**src/hdl/fnq_pkg.sv**
```systemverilog
// ----------------------------------------------------------------------------
// fnq_pkg: shared types, constants and the mod12 function of the note quantizer
// Holds the fixed-point sizes, the status codes and the beat carried along
// the log2 cell chain.
// ----------------------------------------------------------------------------
`timescale 1ns / 1ps

package fnq_pkg;

    // Octaves on each side of the reference; a note is reported up to half a semitone inside it.
    localparam int OCTAVE_SPAN   = 10;
    // Fractional bits of the fixed-point log2, one squaring cell per bit.
    localparam int LOG_FRAC_BITS = 16;

    // log2 word: 5 integer bits (bit position 0..31) and the fraction.
    localparam int L_W = 5 + LOG_FRAC_BITS;
    // Signed log2 difference.
    localparam int D_W = L_W + 1;
    // 24 times the magnitude of the difference.
    localparam int T_W = L_W + 5;
    // Magnitude of the semitone count and its signed form.
    localparam int M_W = $clog2(12 * OCTAVE_SPAN + 1);
    localparam int K_W = M_W + 1;
    // Signed working width of the offset remainder.
    localparam int S_W = D_W + 6;

    localparam logic [31:0] REF_RESET = 32'd28835840;

    typedef enum logic [1:0] {
        ST_NOTE     = 2'd0,
        ST_NO_PITCH = 2'd1,
        ST_RANGE    = 2'd2
    } t_status;

    // One beat of the log2 chain: both mantissas travel together so the
    // reference log is always taken from the value seen at entry.
    typedef struct packed {
        logic                     zero;
        logic [4:0]               pos_f;
        logic [4:0]               pos_r;
        logic [31:0]              mant_f;
        logic [31:0]              mant_r;
        logic [LOG_FRAC_BITS-1:0] frac_f;
        logic [LOG_FRAC_BITS-1:0] frac_r;
    } t_log_beat;

    // Remainder modulo 12 of a value below 256, by reciprocal multiply.
    function automatic logic [3:0] mod12(input logic [7:0] val);
        logic [15:0] prod;
        logic [4:0]  quo;
        logic [7:0]  rem;
        prod = 16'(val) * 16'd171;
        quo  = prod[15:11];
        rem  = val - 8'({3'b000, quo} * 8'd12);
        return rem[3:0];
    endfunction

endpackage

```
**src/hdl/fnq_norm.sv**
```systemverilog
// ----------------------------------------------------------------------------
// fnq_norm: leading-one search and mantissa normalization
// Finds the integer part of log2 for the frequency and the reference and
// shifts both to a Q1.31 mantissa.
// ----------------------------------------------------------------------------
`timescale 1ns / 1ps

module fnq_norm (
    input  logic               i_clk,
    input  logic               i_rst_n,
    input  logic               i_valid,
    input  logic [31:0]        i_freq_hz,
    input  logic [31:0]        i_ref_freq,
    input  logic               i_down_ready,
    output logic               o_ready,
    output logic               o_valid,
    output fnq_pkg::t_log_beat o_beat
);

    logic               r_valid;
    fnq_pkg::t_log_beat r_beat;
    fnq_pkg::t_log_beat n_beat;
    logic [31:0]        ref_val;
    logic [4:0]         pos_f;
    logic [4:0]         pos_r;

    // A zero reference is taken as the smallest legal value.
    assign ref_val = (i_ref_freq == 32'd0) ? 32'd1 : i_ref_freq;

    always_comb begin
        pos_f = 5'd0;
        pos_r = 5'd0;
        for (int i = 0; i < 32; i++) begin
            if (i_freq_hz[i]) begin
                pos_f = 5'(i);
            end
            if (ref_val[i]) begin
                pos_r = 5'(i);
            end
        end
        n_beat.zero   = (i_freq_hz == 32'd0);
        n_beat.pos_f  = pos_f;
        n_beat.pos_r  = pos_r;
        n_beat.mant_f = i_freq_hz << (5'd31 - pos_f);
        n_beat.mant_r = ref_val << (5'd31 - pos_r);
        n_beat.frac_f = '0;
        n_beat.frac_r = '0;
    end

    assign o_ready = !r_valid || i_down_ready;

    always_ff @(posedge i_clk) begin
        if (!i_rst_n) begin
            r_valid <= 1'b0;
        end else if (o_ready) begin
            r_valid <= i_valid;
        end
    end

    always_ff @(posedge i_clk) begin
        if (o_ready && i_valid) begin
            r_beat <= n_beat;
        end
    end

    assign o_valid = r_valid;
    assign o_beat  = r_beat;

endmodule

```
**config.mk**
```make
export PLATFORM = sky130hd
export DESIGN_NAME = fnq_norm
export DESIGN_NICKNAME = d
export VERILOG_FILES = /design/src/hdl/fnq_pkg.sv /design/src/hdl/fnq_norm.sv
export SDC_FILE = /design/constraint.sdc
export NUM_CORES = 1
export LEC_CHECK = 0
export ABC_AREA = 1
export BUFFER_PORTS_ARGS = -buffer_cell sky130_fd_sc_hd__buf_2
export CAP_MARGIN = 20
export CORE_AREA = 5 5 130 132
export DETAILED_ROUTE_END_ITERATION = 10
export DIE_AREA = 0 0 135 137
export HOLD_SLACK_MARGIN = 0.06
export PLACE_DENSITY = 0.67
export SYNTH_ARGS = -nofsm -noshare
export SYNTH_HDL_FRONTEND = slang
export SYNTH_SLANG_ARGS = --single-unit
```
**constraint.sdc**
```tcl
create_clock -name i_clk -period 6.5 [get_ports i_clk]
set_input_delay 0.325 -clock i_clk [delete_from_list [all_inputs] [get_ports i_clk]]
set_output_delay 0.325 -clock i_clk [all_outputs]
set_load 0.01 [all_outputs]
```
After elaboration in Yosys (flattened, before gate mapping). Cells that the tools add are included.

Latch bits: 0. Bits in writable memories: 0. Logic and storage cells: 78. Bits in registers: 76. Memories kept: 0. ROM bits: 0.

Muxes and demuxes: 63. Bitwise operators: 0. $lt $le $gt $ge: 0. Div/mod/pow operators: 0. Multipliers: 0. Reductions and logical operators: 5. Eq/ne operators: 0. Add/subtract/negate cells: 2. Shifts and indexed selects: 2.

Operators by type and width (count): $mux W5 (60); $logic_not A32 Y1 (2); $shl A32 B5 Y32 (2); $mux W32 (1); $sub A5 B5 Y5 const A (2); $mux W1 (2); $logic_and A1 B1 Y1 (1); $logic_not A1 Y1 (1); $logic_or A1 B1 Y1 (1).

Logic depth before layout (Yosys ltp).
Depth after elaboration: 35. Mapped depth: 41.

Worst setup path before layout. No wires, ideal clock.

Kind: flip-flop to flip-flop. Start: register r_valid (netlist: o_valid). End: register r_beat (netlist bit o_beat[100]) (enable). Arrival: 4.012 ns. Stages on the path, launching flop included: 2. Data required time: 5.967 ns. Period minus slack after synthesis: 4.545 ns. Setup slack: 1.955 ns. Path through: dfxtp_1 a21oi_1.

Longest elaborated chain between the ends: 3.

Ends and longest elaborated chain: from (decl) (line fnq_norm.sv:20) `logic r_valid;`; from (signal assigned) (line fnq_norm.sv:56) `r_valid <= i_valid;`; $logic_not A1 Y1 (line fnq_norm.sv:50) `assign o_ready = !r_valid || i_down_ready;`; $logic_or A1 B1 Y1 (line fnq_norm.sv:50); $logic_and A1 B1 Y1 (line fnq_norm.sv:61) `if (o_ready && i_valid) begin`; to (signal assigned) (line fnq_norm.sv:62) `r_beat <= n_beat;`; to (decl) (line fnq_norm.sv:21) `fnq_pkg::t_log_beat r_beat;`.

Every way passes these cells. A chain may end at the register's enable or synchronous reset.

==> flow_summary.toml <==
[outcome]
status = "finished clean"

[power_and_ir_drop]
power_uw = 1570
peakVddDrop_mv = 0.122
leakagePower_uw = 0.00391
pwr_density_cell_nw_per_um2 = 199

[setup_path]
reg2reg_from = "o_valid$_SDFFE_PN0N_"
max_stage_delay_ns = 0.45
setup.worst_path.end = "o_beat[87]$_DFFE_PP_"
critPathArrivalTime_ns = 3.42
reg2reg_depth = 2
cpMostUsedCell = "nand2_1"
crit_family = "simple AND/OR/NAND/NOR gates"
worst_path_max_delay_cell = "nand2_2"
cp.depth = 35
reg2reg_slack_ns = 4.89
worst_setup_path_start_kind = "input pin"
r2r-end = "o_beat[49]$_DFFE_PP_"
critPathMaxFanout = 33
startpoint = "i_freq_hz[2]"
critPathKind = "in2reg"
endpoint_kind = "register"
crit_buf_inv = 2
required_ns = 6.56

[grt]
grt_max_degree = 76
grt_pass1_wl_um = 33900
grt_pass1_vias = 6462
gr-total-overflow = 0
busiest_layer = "met1"
antenna_found_initial = 1
met2_usage_pct = 32.6
grtUsageTotal_pct = 22.3
use_met3_pct = 2.90
grtUsageMet1_pct = 35.2

[drt]
drt_iter0_drc = 821
post_drt_wl_per_cell_um = 15.1
vias = 7514
remaining_drc_errors = 0
viasPerCell = 5.39
drt-pass1-iter-count = 6
postRouteAntennaNets = 0
drt_wl_total_um = 21100

[sta]
final.setup.tns_ns = 0
setup_viol = 0
final.min_clock_period_ns = 3.36
finalClockSkew_ns = 0.00708
fin_crit_sh_pct = 51.6
tightestPinTransition_ns = 1.12
fmax_mhz = 298
layout_setup_ws_ns = 3.14
slew_violations = 0
hold_viol = 0
rsz0062_at_grt = "false"
slew-limit-headroom_pct = 25.4

[clock_tree]
clock_sinks = 76
hold_buffers = 0
cts.path.max_buffers = 2
cts_tree = "built"
cts-root-buf = "clkbuf_16"
ctsResizeCount = 0
cts_buffers = 9
post-cts-setup-buffers = 0
h-tree-depth = 3
clk_latency_ns = 0.33
clk_pin_slew_ns = 0.06

[yosys]
yosysWarnings = 0
yosysSeqAreaShare_pct = 33.0
ys_ff_latch = 76
synth_enable_flop_cells = 75
synth.avg_cell_area_um2 = 6.46
synth_cell_types = 35
synth.area.top_cells = "edfxtp_1 (33%), nand3_1 (25%), nand2_1 (16%)"
synthCells = 1068
synthTopCellsByCount = "nand3_1 (345), nand2_1 (300), inv_1 (98)"
yosysTopAreaCellShare_pct = 32.7
syn-cell-area_um2 = 6890
yosys_most_used_dff = "edfxtp_1"
post-synth-top-count-cell = "nand3_1"
yosysTopAreaCell = "edfxtp_1"
synthArstFlopShare_pct = 0

[cells_and_area]
syn2layout_area_growth_pct = 14.1
fin_area_um2 = 7870
drive_above_1_share_pct = 17.7
multi_input_area_um2 = 3840
fillers = 1613
instances_no_fill = 1394
layout.nets = 1241
diodes = 0
seq_area_um2 = 2270

[placed_design]
hpwl_um = 15500
finalWeightedCongestion = 0.932
placed_cell_area_um2 = 7570
io_buffer_count = 144
place_ws_ns = 2.85
place_inst = 1378

[die]
die_h_um = 137
die_area_um2 = 18500
die_w_um = 135
std_cell_rows = 46
start_util_pct = 44.2
io_pins = 177
coreArea_um2 = 15600

[flow_run]
drv_cap = 0

[hold_path]
holdCritPathClass = "in2reg"
hold_depth = 2
worst min path at each step:
stage,startpoint,endpoint
after floorplan,i_rst_n,o_valid$_SDFFE_PN0N_
after global placement,o_valid$_SDFFE_PN0N_,o_valid$_SDFFE_PN0N_
after detailed placement,o_valid$_SDFFE_PN0N_,o_valid$_SDFFE_PN0N_
after CTS,i_rst_n,o_valid$_SDFFE_PN0N_
after global routing,i_rst_n,o_valid$_SDFFE_PN0N_
final,i_rst_n,o_valid$_SDFFE_PN0N_
cells in the final DEF, fill, tap and decap left out, types with 3 or more instances in the layout:
master     instances
buf_2            144
a21oi_1            6
clkbuf_16          9
o21ai_1            5
nor3_1             5
nand3_1          345
nand2_2           16
edfxtp_1          75
nand4_1            7
nor2_1            63
o21ai_0            4
conb_1            33
inv_1             98
clkinv_1           4
nand2_1          300
o211ai_1           3
nor4_1             7
buf_4              9
inv_2              5
o21bai_1           3
nand3_2            9
flip-flops by register name (all words and copies together) (netlist names):
register / count
o_beat: 75
o_valid: 1
kinds of logic (layout without fill, tap and decap cells):
kind of cell / count (synthesis) / after routing / share of synthesized area, %
compound gates: 33 / 33 / 2.90
flops: 76 / 76 / 33.0
buf+inv: 197 / 276 / 13.6
simple gates: 760 / 760 / 50.4
other cells: 2 / 33 / 0.109
metal layers:
layer / routed length (um) / part of all wire, %
met1: 10100 / 48
met2: 8840 / 42
met3: 1950 / 9.3
met5: 12 / 0.057
met4: 215 / 1.0
power breakdown:
part | internal [uW] | switching [uW] | total (uW)
sequential | 597 | 11.2 | 608
clock | 300 | 200 | 500
combinational | 146 | 312 | 458
metrics by stage:
| stage | hold slack (ns) | utilization, % |
|---|---|---|
| 3_3_place_gp | 0.541 | 48.6 |
| 2_1_floorplan | 0.479 | - |
| 3_5_place_dp | 0.542 | 48.6 |
| 4_1_cts | 0.246 | 50.4 |
| 5_1_grt | 0.243 | 50.4 |
| 6_report | 0.251 | 50.4 |
final cells by class:
type	count	area share (%)
timing repair buffer	153	10.0
clock buffer	11	2.96
inverter	107	5.10
sequential	76	28.9
multi-input combinational	826	48.8
clock inverter	5	0.795
tap	216	3.43
No activity file was read; power rests on OpenSTA's default activity.
