### src/hdl/fnq_pkg.sv
// ----------------------------------------------------------------------------
// fnq_pkg: shared types, constants and the mod12 function of the note quantizer
// Holds the fixed-point sizes, the status codes and the beat carried along
// the log2 cell chain.
// ----------------------------------------------------------------------------
`timescale 1ns / 1ps

package fnq_pkg;

    // Octaves on each side of the reference; a note is reported up to half a semitone inside it.
    localparam int OCTAVE_SPAN   = 10;
    // Fractional bits of the fixed-point log2, one squaring cell per bit.
    localparam int LOG_FRAC_BITS = 16;

    // log2 word: 5 integer bits (bit position 0..31) and the fraction.
    localparam int L_W = 5 + LOG_FRAC_BITS;
    // Signed log2 difference.
    localparam int D_W = L_W + 1;
    // 24 times the magnitude of the difference.
    localparam int T_W = L_W + 5;
    // Magnitude of the semitone count and its signed form.
    localparam int M_W = $clog2(12 * OCTAVE_SPAN + 1);
    localparam int K_W = M_W + 1;
    // Signed working width of the offset remainder.
    localparam int S_W = D_W + 6;

    localparam logic [31:0] REF_RESET = 32'd28835840;

    typedef enum logic [1:0] {
        ST_NOTE     = 2'd0,
        ST_NO_PITCH = 2'd1,
        ST_RANGE    = 2'd2
    } t_status;

    // One beat of the log2 chain: both mantissas travel together so the
    // reference log is always taken from the value seen at entry.
    typedef struct packed {
        logic                     zero;
        logic [4:0]               pos_f;
        logic [4:0]               pos_r;
        logic [31:0]              mant_f;
        logic [31:0]              mant_r;
        logic [LOG_FRAC_BITS-1:0] frac_f;
        logic [LOG_FRAC_BITS-1:0] frac_r;
    } t_log_beat;

    // Remainder modulo 12 of a value below 256, by reciprocal multiply.
    function automatic logic [3:0] mod12(input logic [7:0] val);
        logic [15:0] prod;
        logic [4:0]  quo;
        logic [7:0]  rem;
        prod = 16'(val) * 16'd171;
        quo  = prod[15:11];
        rem  = val - 8'({3'b000, quo} * 8'd12);
        return rem[3:0];
    endfunction

endpackage

### src/hdl/fnq_sq_cell.sv
// ----------------------------------------------------------------------------
// fnq_sq_cell: one squaring cell of the log2 chain
// Squares both mantissas once and shifts one fraction bit into each log.
// ----------------------------------------------------------------------------
`timescale 1ns / 1ps

module fnq_sq_cell (
    input  logic               i_clk,
    input  logic               i_rst_n,
    input  logic               i_valid,
    input  fnq_pkg::t_log_beat i_beat,
    input  logic               i_down_ready,
    output logic               o_ready,
    output logic               o_valid,
    output fnq_pkg::t_log_beat o_beat
);

    logic               r_valid;
    fnq_pkg::t_log_beat r_beat;
    fnq_pkg::t_log_beat n_beat;
    logic [63:0]        prod_f;
    logic [63:0]        prod_r;
    logic [32:0]        sq_f;
    logic [32:0]        sq_r;

    assign prod_f = 64'(i_beat.mant_f) * 64'(i_beat.mant_f);
    assign prod_r = 64'(i_beat.mant_r) * 64'(i_beat.mant_r);
    assign sq_f   = prod_f[63:31];
    assign sq_r   = prod_r[63:31];

    // A square of 2.0 or more yields a one bit and is halved back into range.
    always_comb begin
        n_beat        = i_beat;
        n_beat.mant_f = sq_f[32] ? sq_f[32:1] : sq_f[31:0];
        n_beat.mant_r = sq_r[32] ? sq_r[32:1] : sq_r[31:0];
        n_beat.frac_f = {i_beat.frac_f[fnq_pkg::LOG_FRAC_BITS-2:0], sq_f[32]};
        n_beat.frac_r = {i_beat.frac_r[fnq_pkg::LOG_FRAC_BITS-2:0], sq_r[32]};
    end

    assign o_ready = !r_valid || i_down_ready;

    always_ff @(posedge i_clk) begin
        if (!i_rst_n) begin
            r_valid <= 1'b0;
        end else if (o_ready) begin
            r_valid <= i_valid;
        end
    end

    always_ff @(posedge i_clk) begin
        if (o_ready && i_valid) begin
            r_beat <= n_beat;
        end
    end

    assign o_valid = r_valid;
    assign o_beat  = r_beat;

endmodule

### config.mk
export PLATFORM = sky130hd
export DESIGN_NAME = fnq_sq_cell
export DESIGN_NICKNAME = d
export VERILOG_FILES = /design/src/hdl/fnq_pkg.sv /design/src/hdl/fnq_sq_cell.sv
export SDC_FILE = /design/constraint.sdc
export NUM_CORES = 2
export LEC_CHECK = 0
export BUFFER_PORTS_ARGS = -buffer_cell sky130_fd_sc_hd__buf_2
export CORE_MARGIN = 4
export CORE_UTILIZATION = 45
export CTS_BUF_LIST = sky130_fd_sc_hd__clkbuf_16
export CTS_CLUSTER_DIAMETER = 120
export DETAILED_ROUTE_END_ITERATION = 8
export PLACE_DENSITY = 0.58
export SYNTH_ARGS = -nofsm -noshare
export SYNTH_HDL_FRONTEND = slang
export SYNTH_SLANG_ARGS = --single-unit
### constraint.sdc
create_clock -name i_clk -period 22.6 [get_ports i_clk]
set_input_delay 3.39 -clock i_clk [delete_from_list [all_inputs] [get_ports i_clk]]
set_output_delay 3.39 -clock i_clk [all_outputs]
set_load 0.05 [all_outputs]
# Word level (Yosys, flattened, before mapping)
# Cells that the tools add are included.
[classes]
add_sub_neg = 0
mul = 2
div_mod_pow = 0
n_lt_le_gt_ge = 0
eq_ne = 0
shift = 0
n_mux = 2
bitwise_logic = 0
reduce_logical = 3
[op_table]
columns = ["cell", "count"]
rows = [
  ["$mul A32 B32 Y64", 2],
  ["$mux W31", 2],
  ["$logic_and A1 B1 Y1", 1],
  ["$logic_not A1 Y1", 1],
  ["$logic_or A1 B1 Y1", 1],
]
[totals]
regBits = 108
latch_bits = 0
ramBits = 0
rom_bits = 0
inputBits = 111
output_inout_bits = 109
elab_cells = 17
n_memories = 0

# Longest topological paths before layout
[depth]
depth_word = 3
ltp_mapped = 32
ltp_nobuf = 28

# Worst setup path before layout
# OpenSTA, ideal clock, no wires.
[synth_timing]
path_type = "input-to-reg"
from = "in i_beat[46] in the netlist's numbering"
to = "reg r_beat, in the netlist o_beat[37] (data pin)"
arrival_ns = 10.683
setup_slack_ns = 11.657
stages = 28
path_buffers = 4
path_cell_list = "clkbuf_1 -> clkbuf_1 -> nand2_1 -> fa_1 -> inv_1 -> fa_1 -> inv_1 -> fa_1 -> fa_1 -> inv_1 -> fa_1 -> inv_1 -> fa_1 -> inv_1 -> fa_1 -> fa_1 -> ha_1 -> a21oi_2 -> o21ai_1 -> a221o_1 -> a311o_1 -> o21ai_2 -> a211oi_2 -> a31oi_2 -> xnor2_1 -> buf_6 -> buf_6 -> mux2_4"
[synth_rtl]
columns = ["item", "line_no", "source"]
rows = [
  ["from (decl)", "fnq_sq_cell.sv:11", "input fnq_pkg::t_log_beat i_beat,"],
  ["to (signal assigned)", "fnq_sq_cell.sv:52", "r_beat <= n_beat;"],
  ["to (decl)", "fnq_sq_cell.sv:19", "fnq_pkg::t_log_beat r_beat;"],
]

==> impl_metrics.toml <==
[synthesis]
ys_ff_latch = 108
synth_fp_nets = 8762
synth_ff_type = "edfxtp_1"
yosysWarnings = 0
async_reset_ff_frac = 0
netlist_instances = 6471
synth_area_mm2 = 0.0621
yosysSeqAreaShare = 0.0520
syn_area_per_cell_um2 = 9.60
synth_cell_types = 79
synth_edf_count = 107

[sta]
finalCritPeriodShare = 0.580
setup_violations = 0
relSlewSlack = 0.0916
worst_pin_slew_ns = 1.35
maxSlewViolCount = 0
rsz0062_at_grt = "false"
period_minus_slack_ns = 13.12
clock-skew-final_ns = 0.0212
hold_viol = 0
fin_tns_setup_ns = 0
worst_slack_ns = 9.48
fmax_mhz = 76.2

[clock_tree]
numCtsBuffers = 9
clock-sinks = 108
post-cts-setup-buffer-count = 0
tritoncts = "built"
clock_path_buffers = 2
cts_resized = 0
cts_hold_buf = 0
cts_root_buf = "clkbuf_16"
path_clk_slew_ns = 0.07
h-tree-depth = 3
clock_latency_ns = 0.41

[flow_run]
drv_cap = 0

[place]
port_buffers = 217
gp_congestion = 0.908
dp_hpwl_um = 124000
pre_cts_ws_ns = 9.16

[route]
drc = 0
drt-vias-per-instance = 5.00
wl_per_cell_um = 18.8
vias = 41600
drt_first_pass_iters = 5
ant_nets = 0
drtIter0Drc = 2285
wirelength_um = 156000

[floorplan]
die_y_um = 380
rows = 136
die_w_um = 380
start_util = 0.452
dieArea_mm2 = 0.144
io_pins = 220
core_mm2 = 0.137

[worst_setup_path]
cp.arrival_ns = 13.26
worstPathRequired_ns = 22.75
cp-end-kind = "flip-flop"
rr_endpoint = "o_beat[42]$_DFFE_PP_"
worstSetupStartpointType = "primary input"
r2r_cells = 3
path_max_fanout = 27
path_class = "in2reg"
timing.rr.start = "o_valid$_SDFFE_PN0N_"
reg2reg_slack_ns = 20.37

[final_layout]
finalNetCount = 8810
area_growth_pct = 5.04
layout-drive-gt1-share = 0.0569
final_core_util = 0.475

[outcome]
status = "finished, final reports clean"

[hold_path]
min_to = "o_valid$_SDFFE_PN0N_"
hold_class = "reg2reg"
hp-start = "o_valid$_SDFFE_PN0N_"
hold-path-cell-count = 2

[global_route]
grt_max_degree = 60
grt_pass1_wl_um = 255000
grt_pass1_vias = 46500
grt_overflow = 0
antenna_found_initial = 9
track_usage = 0.225
-- synthesized netlist by cell type (all sizes together), types with 6 or more instances --
library cell     n  area, um^2
o211ai          11        87.6
a41o             9        90.1
nand3           28         140
nor3            14        75.1
xnor2           79         692
nor2b           16         100
inv           1960        7360
nand2          598        2250
o21a            10        75.1
o21ai           79         399
xor2            77         674
and3            18         113
fa            1582       31700
mux2            25         323
o21bai          22         165
a21oi          133         673
nor4             8        56.3
buf             14         101
ha             598        7480
and2           460        2880
nand2b           7        43.8
clkbuf         223         837
nand4           30         188
or3              6        37.5
or2             14        87.6
a211oi          15         118
a31o            24         210
a2111oi          7        61.3
edfxtp         107        3210
a31oi           18         134
nor2           125         469
mux2i           26         260
a21o            69         518
-- metal layers --
layer	part of all wire	GRT usage	up-vias
met5	0	0	-
met4	0.022	0.0473	0
met3	0.069	0.0429	200
met2	0.48	0.373	1089
met1	0.43	0.311	21400
li1	-	-	19000
-- cells by family (layout without fill, tap and decap cells) --
family | Yosys count | count (layout) | share of synthesized area
buffers and inverters | 2198 | 2251 | 0.134
adders and majority gates | 2180 | 2180 | 0.630
and+or+nand+nor | 1336 | 1336 | 0.105
AOI/OAI and AO/OA | 442 | 442 | 0.0475
xor gates and xnor gates | 156 | 156 | 0.0220
DFF | 108 | 108 | 0.0520
muxes | 51 | 51 | 0.00939
other | 0 | 2 | 0
-- state kept, by name, indices dropped and copies added, names as in the netlist --
name / count
o_beat: 107
o_valid: 1
-- layout make-up --
| cell class | instances | area [um^2] |
|---|---|---|
| multi-input combinational | 4165 | 50600 |
| clock inverter | 7 | 60.1 |
| timing repair buffer | 274 | 1510 |
| tap | 1794 | 2240 |
| clock buffer | 9 | 225 |
| sequential | 108 | 3230 |
| fill | 13200 | 72100 |
| inverter | 1961 | 7360 |
| antenna | 2 | 5.00 |
-- metrics by stage --
step / instance area [um^2] / hold WS [ns] / instances
6_report: 65200 / 0.585 / 8320
3_5_place_dp: 65000 / 0.574 / 8302
5_1_grt: 65200 / 0.629 / 8318
2_1_floorplan: 62100 / 1.15 / 6471
3_3_place_gp: 65000 / 0.561 / 8302
4_1_cts: 65200 / 0.584 / 8318
-- worst max-delay path by stage --
stage                     depth (start not counted)  slack [ns]       start                    to
after floorplan                                  28       11.66  i_beat[46]  o_beat[37]$_DFFE_PP_
after global placement                           25        9.15  i_beat[41]  o_beat[44]$_DFFE_PP_
after detailed placement                         25        9.16  i_beat[41]  o_beat[44]$_DFFE_PP_
after CTS                                        25        9.55  i_beat[41]  o_beat[44]$_DFFE_PP_
after global routing                             28        9.07  i_beat[48]  o_beat[44]$_DFFE_PP_
final                                            25        9.48  i_beat[41]  o_beat[44]$_DFFE_PP_
-- critical path: stages --
cell and delay, ns:
buf_2 0.69, inv_1 0.52, nor2_1 0.63, a31o_2 0.27, fa_1 0.42, inv_1 0.09
fa_1 0.47, fa_1 0.52, inv_1 0.06, fa_1 0.57, fa_1 0.45, fa_1 0.43
fa_1 0.49, ha_1 0.36, nand2_1 0.14, nor4_2 0.53, o211a_1 0.23, a41o_1 0.28
o21ai_2 0.16, a211oi_2 0.43, a31oi_2 0.18, xnor2_2 0.80, buf_4 0.48, mux2_2 0.38
o221a_1 0.25
-- cell usage in the layout, fill, tap and decap left out, drive strengths merged, types with 18 or more instances in the layout --
cell | Yosys | final
nand2 | 598 | 598
a31o | 24 | 24
xor2 | 77 | 77
and3 | 18 | 18
nand4 | 30 | 30
xnor2 | 79 | 79
ha | 598 | 598
nand3 | 28 | 28
a21oi | 133 | 133
fa | 1582 | 1582
o21bai | 22 | 22
edfxtp | 107 | 107
mux2 | 25 | 25
a31oi | 18 | 18
a21o | 69 | 69
o21ai | 79 | 79
buf | 14 | 274
and2 | 460 | 460
nor2 | 125 | 125
mux2i | 26 | 26
inv | 1960 | 1961
Power is left out: the tool's default activity adds up to more than one toggle a clock period on the data nets, which glitch-free logic cannot reach.
