File: config.mk
export PLATFORM = sky130hd
export DESIGN_NAME = fnq_quant
export DESIGN_NICKNAME = d
export VERILOG_FILES = /design/src/hdl/fnq_pkg.sv /design/src/hdl/fnq_quant.sv
export SDC_FILE = /design/constraint.sdc
export NUM_CORES = 1
export LEC_CHECK = 0
export BUFFER_PORTS_ARGS = -buffer_cell sky130_fd_sc_hd__buf_2
export CAP_MARGIN = 20
export CELL_PAD_IN_SITES_DETAIL_PLACEMENT = 1
export CELL_PAD_IN_SITES_GLOBAL_PLACEMENT = 2
export CORE_AREA = 2 2 153 155
export DETAILED_ROUTE_END_ITERATION = 16
export DIE_AREA = 0 0 155 157
export PLACE_DENSITY = 0.81
export SYNTH_ARGS = -nofsm -noshare
export SYNTH_HDL_FRONTEND = slang
export SYNTH_SLANG_ARGS = --single-unit
File: constraint.sdc
create_clock -name i_clk -period 5.3 [get_ports i_clk]
set_input_delay 1.06 -clock i_clk [delete_from_list [all_inputs] [get_ports i_clk]]
set_output_delay 1.06 -clock i_clk [all_outputs]
set_load 0.02 [all_outputs]
File: src/hdl/fnq_pkg.sv
// ----------------------------------------------------------------------------
// fnq_pkg: shared types, constants and the mod12 function of the note quantizer
// Holds the fixed-point sizes, the status codes and the beat carried along
// the log2 cell chain.
// ----------------------------------------------------------------------------
`timescale 1ns / 1ps

package fnq_pkg;

    // Octaves on each side of the reference; a note is reported up to half a semitone inside it.
    localparam int OCTAVE_SPAN   = 10;
    // Fractional bits of the fixed-point log2, one squaring cell per bit.
    localparam int LOG_FRAC_BITS = 16;

    // log2 word: 5 integer bits (bit position 0..31) and the fraction.
    localparam int L_W = 5 + LOG_FRAC_BITS;
    // Signed log2 difference.
    localparam int D_W = L_W + 1;
    // 24 times the magnitude of the difference.
    localparam int T_W = L_W + 5;
    // Magnitude of the semitone count and its signed form.
    localparam int M_W = $clog2(12 * OCTAVE_SPAN + 1);
    localparam int K_W = M_W + 1;
    // Signed working width of the offset remainder.
    localparam int S_W = D_W + 6;

    localparam logic [31:0] REF_RESET = 32'd28835840;

    typedef enum logic [1:0] {
        ST_NOTE     = 2'd0,
        ST_NO_PITCH = 2'd1,
        ST_RANGE    = 2'd2
    } t_status;

    // One beat of the log2 chain: both mantissas travel together so the
    // reference log is always taken from the value seen at entry.
    typedef struct packed {
        logic                     zero;
        logic [4:0]               pos_f;
        logic [4:0]               pos_r;
        logic [31:0]              mant_f;
        logic [31:0]              mant_r;
        logic [LOG_FRAC_BITS-1:0] frac_f;
        logic [LOG_FRAC_BITS-1:0] frac_r;
    } t_log_beat;

    // Remainder modulo 12 of a value below 256, by reciprocal multiply.
    function automatic logic [3:0] mod12(input logic [7:0] val);
        logic [15:0] prod;
        logic [4:0]  quo;
        logic [7:0]  rem;
        prod = 16'(val) * 16'd171;
        quo  = prod[15:11];
        rem  = val - 8'({3'b000, quo} * 8'd12);
        return rem[3:0];
    endfunction

endpackage

File: src/hdl/fnq_quant.sv
// ----------------------------------------------------------------------------
// fnq_quant: cent quantizer and result register
// Turns the two logs into the nearest semitone, note name and tuning offset
// over three registered stages, the last one being the output register.
// ----------------------------------------------------------------------------
`timescale 1ns / 1ps

module fnq_quant (
    input  logic               i_clk,
    input  logic               i_rst_n,
    input  logic               i_valid,
    input  fnq_pkg::t_log_beat i_beat,
    input  logic               i_down_ready,
    output logic               o_ready,
    output logic               o_valid,
    output logic [1:0]         o_status,
    output logic [3:0]         o_note_index,
    output logic signed [7:0]  o_semitone_count,
    output logic [8:0]         o_offset_frac
);

    localparam int F = fnq_pkg::LOG_FRAC_BITS;
    localparam logic [fnq_pkg::T_W-1:0] OOR_LIM =
        fnq_pkg::T_W'(24 * fnq_pkg::OCTAVE_SPAN - 1) << F;
    localparam logic [fnq_pkg::T_W:0] HALF_UP = (fnq_pkg::T_W + 1)'((2 ** F) - 1);

    typedef struct packed {
        logic                            zero;
        logic                            neg;
        logic signed [fnq_pkg::D_W-1:0]  diff;
        logic [fnq_pkg::L_W-1:0]         mag;
    } t_diff_beat;

    typedef struct packed {
        logic                            zero;
        logic                            neg;
        logic                            oor;
        logic signed [fnq_pkg::D_W-1:0]  diff;
        logic [fnq_pkg::M_W-1:0]         semis;
    } t_round_beat;

    logic             r_v1;
    logic             r_v2;
    logic             r_v3;
    logic             rdy1;
    logic             rdy2;
    logic             rdy3;
    t_diff_beat       r_s1;
    t_diff_beat       n_s1;
    t_round_beat      r_s2;
    t_round_beat      n_s2;

    logic                            r_zero;
    logic                            r_oor;
    logic [3:0]                      r_note;
    logic signed [7:0]               r_count;
    logic [8:0]                      r_off;
    logic [3:0]                      n_note;
    logic signed [7:0]               n_count;
    logic [8:0]                      n_off;

    logic [fnq_pkg::L_W-1:0]         log_f;
    logic [fnq_pkg::L_W-1:0]         log_r;
    logic [fnq_pkg::T_W-1:0]         mag24;
    logic [fnq_pkg::T_W:0]           round_sum;
    logic signed [fnq_pkg::K_W-1:0]  count_k;
    logic signed [fnq_pkg::S_W-1:0]  rem_s;
    logic [F+1:0]                    rem_u;
    logic [F+9:0]                    off_sum;
    logic [3:0]                      mod_r;

    assign rdy3    = !r_v3 || i_down_ready;
    assign rdy2    = !r_v2 || rdy3;
    assign rdy1    = !r_v1 || rdy2;
    assign o_ready = rdy1;

    // Stage 1: signed log difference and its magnitude.
    always_comb begin
        log_f       = {i_beat.pos_f, i_beat.frac_f};
        log_r       = {i_beat.pos_r, i_beat.frac_r};
        n_s1.zero   = i_beat.zero;
        n_s1.diff   = $signed({1'b0, log_f}) - $signed({1'b0, log_r});
        n_s1.neg    = n_s1.diff[fnq_pkg::D_W-1];
        n_s1.mag    = n_s1.neg ? fnq_pkg::L_W'(-n_s1.diff) : fnq_pkg::L_W'(n_s1.diff);
    end

    // Stage 2: cents are 1200 times the difference, so with everything divided
    // by 50 the nearest semitone is (24|d| + 2^F - 1) >> (F + 1), which also
    // rounds a tie toward the smaller magnitude.
    always_comb begin
        mag24      = (fnq_pkg::T_W'(r_s1.mag) << 4) + (fnq_pkg::T_W'(r_s1.mag) << 3);
        round_sum  = (fnq_pkg::T_W + 1)'(mag24) + HALF_UP;
        n_s2.zero  = r_s1.zero;
        n_s2.neg   = r_s1.neg;
        n_s2.oor   = (mag24 > OOR_LIM);
        n_s2.diff  = r_s1.diff;
        n_s2.semis = fnq_pkg::M_W'(round_sum >> (F + 1));
    end

    // Stage 3: the remainder 24d - 2k*2^F + 2^F lies in 0..2^(F+1); the
    // offset is that scaled to 256 with rounding half up.
    always_comb begin
        count_k = r_s2.neg ? -$signed({1'b0, r_s2.semis}) : $signed({1'b0, r_s2.semis});
        rem_s   = (fnq_pkg::S_W'(r_s2.diff) <<< 4) + (fnq_pkg::S_W'(r_s2.diff) <<< 3)
                - (fnq_pkg::S_W'(count_k) <<< (F + 1)) + fnq_pkg::S_W'(2 ** F);
        rem_u   = rem_s[F+1:0];
        off_sum = {rem_u, 8'h00} + (F + 10)'(2 ** F);
        n_off   = off_sum[F+9:F+1];
        mod_r   = fnq_pkg::mod12(8'(r_s2.semis));
        n_note  = (r_s2.neg && (mod_r != 4'd0)) ? 4'd12 - mod_r : mod_r;
        n_count = 8'(count_k);
    end

    always_ff @(posedge i_clk) begin
        if (!i_rst_n) begin
            r_v1 <= 1'b0;
            r_v2 <= 1'b0;
            r_v3 <= 1'b0;
        end else begin
            if (rdy1) begin
                r_v1 <= i_valid;
            end
            if (rdy2) begin
                r_v2 <= r_v1;
            end
            if (rdy3) begin
                r_v3 <= r_v2;
            end
        end
    end

    always_ff @(posedge i_clk) begin
        if (rdy1 && i_valid) begin
            r_s1 <= n_s1;
        end
        if (rdy2 && r_v1) begin
            r_s2 <= n_s2;
        end
        if (rdy3 && r_v2) begin
            r_zero  <= r_s2.zero;
            r_oor   <= r_s2.oor;
            r_note  <= n_note;
            r_count <= n_count;
            r_off   <= n_off;
        end
    end

    always_comb begin
        priority if (r_zero) begin
            o_status         = fnq_pkg::ST_NO_PITCH;
            o_note_index     = 4'd0;
            o_semitone_count = 8'sd0;
            o_offset_frac    = 9'd128;
        end else if (r_oor) begin
            o_status         = fnq_pkg::ST_RANGE;
            o_note_index     = 4'd0;
            o_semitone_count = 8'sd0;
            o_offset_frac    = 9'd0;
        end else begin
            o_status         = fnq_pkg::ST_NOTE;
            o_note_index     = r_note;
            o_semitone_count = r_count;
            o_offset_frac    = r_off;
        end
    end

    assign o_valid = r_v3;

endmodule

==> Word level (Yosys, flattened, before mapping) <==
Index checks and enable logic that the tools add are counted.
{ "totals": {"ramBits": 0, "input_bits": 111, "latch_bits": 0, "n_memories": 0, "out_inout_bits": 25, "register_bits": 89, "wordCells": 53, "mem_bits_ro": 0} }
{ "classes": {"n_reduce_logical": 11, "addsub": 11, "multipliers": 2, "magnitude_cmp": 1, "bitwise": 0, "div": 0, "shifts": 0, "n_eq_ne": 0, "muxes": 11} }
{ "op_table": {"columns": ["operator", "count"], "rows": [
  ["$add A25 B24 Y26", 1],
  ["$add A26 B17 Y26 const B", 1],
  ["$gt A26 B24 Y1 const B", 1],
  ["$add A24 B16 Y24 const B", 1],
  ["$mux W8", 3],
  ["$sub A21 B21 Y22", 1],
  ["$mux W21", 1],
  ["$neg A21 Y21", 1],
  ["$add A18 B18 Y18", 1],
  ["$add A18 B18 Y18 const B", 1],
  ["$mux W9", 2],
  ["$sub A18 B18 Y18", 1],
  ["$mul A7 B8 Y15 const B", 1],
  ["$mux W4", 3],
  ["$neg A7 Y8", 1],
  ["$logic_and A1 B1 Y1", 4],
  ["$mul A4 B2 Y2 const B", 1],
  ["$mux W2", 2],
  ["$reduce_bool A4 Y1", 1],
  ["$sub A4 B4 Y4", 1],
  ["$sub A4 B4 Y4 const A", 1],
  ["$logic_not A1 Y1", 3],
  ["$logic_or A1 B1 Y1", 3]
]} }

==> Longest topological paths before layout <==
{ "logic_depth": {"depth_word": 6, "depth_mapped": 19, "depth_no_buf": 19} }

==> Worst setup path before layout <==
No wires, ideal clock.
{ "synth_timing": {"path_type": "flip-flop to flip-flop", "start": "register r_s2[4] in the netlist's numbering", "end": "register r_note[3], data pin", "slack_ps": 629, "n_path_buf": 0, "period_less_slack_ps": 4671, "t_arrival_ps": 4414, "t_required_ps": 5043, "path_stages_with_launch": 19, "setup_time_ps": 257, "cell_sequence": "edfxtp_1 ha_1 fa_1 inv_1 fa_1 inv_1 fa_1 ha_1 nand4_1 nor2_1 a211oi_1 o21ai_0 a21oi_1 xnor2_1 ha_1 inv_1 nor2_1 a221o_1 xor2_1"} }
{ "synth_between": {"elab_chain_cells": 6, "elab_cells_between_ends": 7, "classes_between": "add/sub: 2; mul: 2; mux: 1; reduce/logical: 2"} }
{ "synth_rtl": {"columns": ["item", "line_no", "text"], "rows": [
  ["from (decl)", "fnq_quant.sv:50", "t_round_beat r_s2;"],
  ["from (signal assigned)", "fnq_quant.sv:137", "r_s2 <= n_s2;"],
  ["$mul A7 B8 Y15 *", "fnq_pkg.sv:52", "prod = 16'(val) * 16'd171;"],
  ["$mul A4 B2 Y2 *", "fnq_pkg.sv:54", "rem = val - 8'({3'b000, quo} * 8'd12);"],
  ["$sub A4 B4 Y4 *", "fnq_pkg.sv:54", null],
  ["parallel branches: the longest is 2 deep, another holds $sub A4 B4 Y4", null, null],
  ["$mux W4 *", "fnq_quant.sv:110", "n_note = (r_s2.neg && (mod_r != 4'd0)) ? 4'd12 - mod_r : mod_r;"],
  ["net n_note[3]", "fnq_quant.sv:58", "logic [3:0] n_note;"],
  ["to (signal assigned)", "fnq_quant.sv:142", "r_note <= n_note;"],
  ["to (decl)", "fnq_quant.sv:55", "logic [3:0] r_note;"]
]} }
Mark *: on every way through the listed nets, which the timed path passes.
A chain may end at the register's enable or synchronous reset.

==> Worst setup path after layout <==
{ "layout_timing": {"start": "register r_s2[6] in the netlist's numbering", "end": "register r_note[3], data pin"} }
The elaborated chain is that of the path after synthesis.

==> results by group <==
Synthesis
  – Largest area contributor in the netlist: edfxtp_1
  – Synth Warn #: 0
  – Syn Area/Cell: 9.59 um^2
  – Area of the mapped netlist: 8080 um^2
  – Post-synth ARST share: 0
  – Post-synth EDFFs: between 80 and 90
  – Register bit total from synthesis: 87
  – Ys flop type: edfxtp_1
  – Post-synthesis cell count: between 800 and 900
  – Ranking of synthesized cells by area: edfxtp_1 31%, ha_1 19%, inv_1 4.8%
  – Yosys top cell area share: 0.312
  – Syn_nets: between 1k and 1.5k
  – Register area share after synthesis: 0.320
  – Distinct cells, synth: 77

Clock tree
  – CTS root buffer: clkbuf_16
  – Post-CTS setup repair buffer count: 0
  – Worst-path clk slew: about 70 ps
  – Clock Sinks: 87
  – Clk buf depth: 2
  – Clock Latency Late Sink: 340 ps
  – H-tree levels: 3
  – TritonCTS buffer count: 9
  – CTS tree: done

Detailed routing
  – Vias post-DR: 6188
  – Initial DRC count: 136
  – Post-Route WL: between 15000 and 20000 um
  – DRC errors left: 0
  – Post-DR vias/cell: 5.11
  – Drt wl/cell: 13.8 um
  – Detail Route Antenna Nets: 0
  – Drt pass-1 iters: 4

STA
  – Fin crit period: roughly 5000 ps
  – Max-slew violations: 0
  – Max Clock Skew: 8.29 ps
  – Slew Limit Headroom: 0.338
  – Worst-Margin Slew: between 900 and 1000 ps
  – RSZ-0062 raised after global routing: no
  – Peak Freq: 201 MHz
  – Final setup margin: 317 ps
  – Final Cycle Share: 0.940
  – Final setup violation count: 0
  – Final Hold Fails: 0
  – Setup TNS: 0 ps

Worst setup path
  – CP Capture Type: register
  – Critical path class: register to register
  – Reg2reg start: r_s2[6]$_DFFE_PP_
  – Worst r2r path cells: 18
  – Flop-to-flop setup slack: 320 ps
  – Critical path peak fanout: 4
  – Worst EP arrival: just over 5000 ps
  – R2R Path End: r_note[3]$_DFFE_PP_
  – Worst Path Required: 5390 ps
  – Critical Path Source Type: register

Cells and area
  – Layout cells sized above 1: 0.133
  – Layout fillers: 2600
  – Finished Cell Area: 9130 um^2
  – P&R area growth vs syn: 13.0%
  – Final nets: roughly 1.2k
  – Ant. Diodes: 0
  – Post-Layout Cell Count: 1211

Power
  – Switching portion of total power: 0.440
  – Worst vdd rail ir drop: 359 uV
  – Overall Power: 5.09 mW
  – Logic pwr share: 0.654
  – Sw Pwr: 2.24 mW
  – Share of power burned in registers: 0.211
  – Internal power: 2.85 mW
  – Static leakage: a little over 4 nW
  – Clock power share: 0.135
  – Pwr dens: 557 nW/um^2

Floorplanning
  – Core ar.: between 20000 and 25000 um^2
  – Io pins: between 100 and 150
  – Die area: 24300 um^2
  – Die Y: 157 um
  – # rows: 55
  – Die Width: between 150 and 200 um
  – Initial core utilization: 0.359

GRT
  – Vias in the first global route: 6211
  – Pin count of the biggest net entering global routing: 38
  – Total GRT Usage: 0.144
  – Initial antenna violation count: 0
  – Global-route wire length before repair: 29100 um
  – Total grt overflow: 0

Placed design
  – I/O Buffers: a little over 70
  – DPL Wire Length: around 14000 um
  – Routability cong.: 0.820
  – DP Cell Count: 1195
  – Placed inst area: 8810 um^2
  – Setup slack at placement: 224 ps

Run status
  – Outcome: finished, final reports clean

Min path
  – Tightest Hold Check Type: register to register
  – Worst hold path stage count: 0
  – Min-delay src: r_s2[31]$_DFFE_PP_
  – Hold Path End: r_zero$_DFFE_PP_

Run
  – Number of max-cap violations: 0
==> final cells by class <==
cell class,instances,area [um^2],share of cell area
sequential,87,2580,0.283
clock inverter,5,81.3,0.00891
multi-input combinational,640,5060,0.554
inverter,104,390,0.0428
tap,285,357,0.0391
clock buffer,11,243,0.0266
timing repair buffer,79,415,0.0455
==> cell usage after synthesis (13+ instances only) <==
cell,n
a21oi_1,44
nor2_1,62
a21o_1,18
and2_1,22
nor3_1,21
inv_1,103
nand3_1,22
xnor2_1,42
edfxtp_1,84
a211oi_1,13
nand2_1,45
o21ai_0,24
ha_1,121
xor2_1,33
==> state kept, by name (all words and copies together), names as in the netlist <==
register / cells
r_v1: 1
r_s1: 20
r_zero: 1
n_s2: 17
r_off: 9
r_s2: 25
r_v2: 1
r_note: 4
r_count: 7
r_oor: 1
o_valid: 1
==> cell families after synthesis <==
group	share of synthesized area
AND/OR/NAND/NOR	0.150
XOR/XNOR	0.0813
multiplexers	0.00929
buffers and inverters	0.0567
flip-flops	0.320
adder cells (fa/ha/maj)	0.215
AO/OA/AOI/OAI	0.169
==> power groups by stage <==
stage          combinational, mW  sequential [mW]  clock [mW]
6_report                    3.32             1.07       0.688
5_1_grt                     3.83             1.09       0.738
4_1_cts                     3.37             1.08       0.710
3_5_place_dp                3.35             1.09           0
3_3_place_gp                3.23             1.08           0
2_1_floorplan               2.61             1.07           0
==> per-stage QoR <==
step	utilization	hold slack (ps)
global placement	0.391	402
global route	0.406	437
CTS	0.406	427
finish	0.406	424
floorplan	-	400
detailed placement	0.391	412
==> per-layer routing <==
metal	global-route usage	vias to the layer above	wire length (um)
li1	-	3209	-
met1	0.188	2882	7980
met2	0.250	83	7980
met3	0.0223	14	512
met4	0.0388	0	208
met5	0	-	0
==> worst max path at each step <==
stage	startpoint	endpoint	slack (ps)	depth (start not counted)
3_3_place_gp	r_s2[6]$_DFFE_PP_	r_note[3]$_DFFE_PP_	310	18
4_1_cts	r_s2[6]$_DFFE_PP_	r_note[3]$_DFFE_PP_	210	18
2_1_floorplan	r_s2[4]$_DFFE_PP_	r_note[3]$_DFFE_PP_	630	18
3_5_place_dp	r_s2[6]$_DFFE_PP_	r_note[3]$_DFFE_PP_	220	18
6_report	r_s2[6]$_DFFE_PP_	r_note[3]$_DFFE_PP_	320	18
5_1_grt	r_s2[6]$_DFFE_PP_	r_note[3]$_DFFE_PP_	100	18
==> worst max-delay path, stage by stage, from the launching register on <==
cell	delay, ps
edfxtp_1	470
ha_1	380
fa_1	530
inv_1	60
fa_1	490
inv_1	50
fa_1	450
ha_1	320
nand4_1	100
nor2_1	50
a211oi_1	350
o21ai_1	220
a21oi_1	220
xnor2_1	140
ha_1	260
inv_1	110
nor2_1	60
a221o_1	330
xor2_1	150
==> cell usage in the layout (no fill, tap or decap), types with 22 or more instances in the layout <==
cell	instances
xnor2_1	42
and2_1	22
nor2_1	62
a21oi_1	44
xor2_1	33
nand3_1	22
nand2_1	45
o21ai_0	23
edfxtp_1	84
ha_1	121
buf_2	71
inv_1	103
==> repair_timing <==
action,in CTS,in global routing
gates resized for setup,0,1
hold buffers,0,0
setup endpoints to repair,0,1
Power figures use the tool's default switching activity.
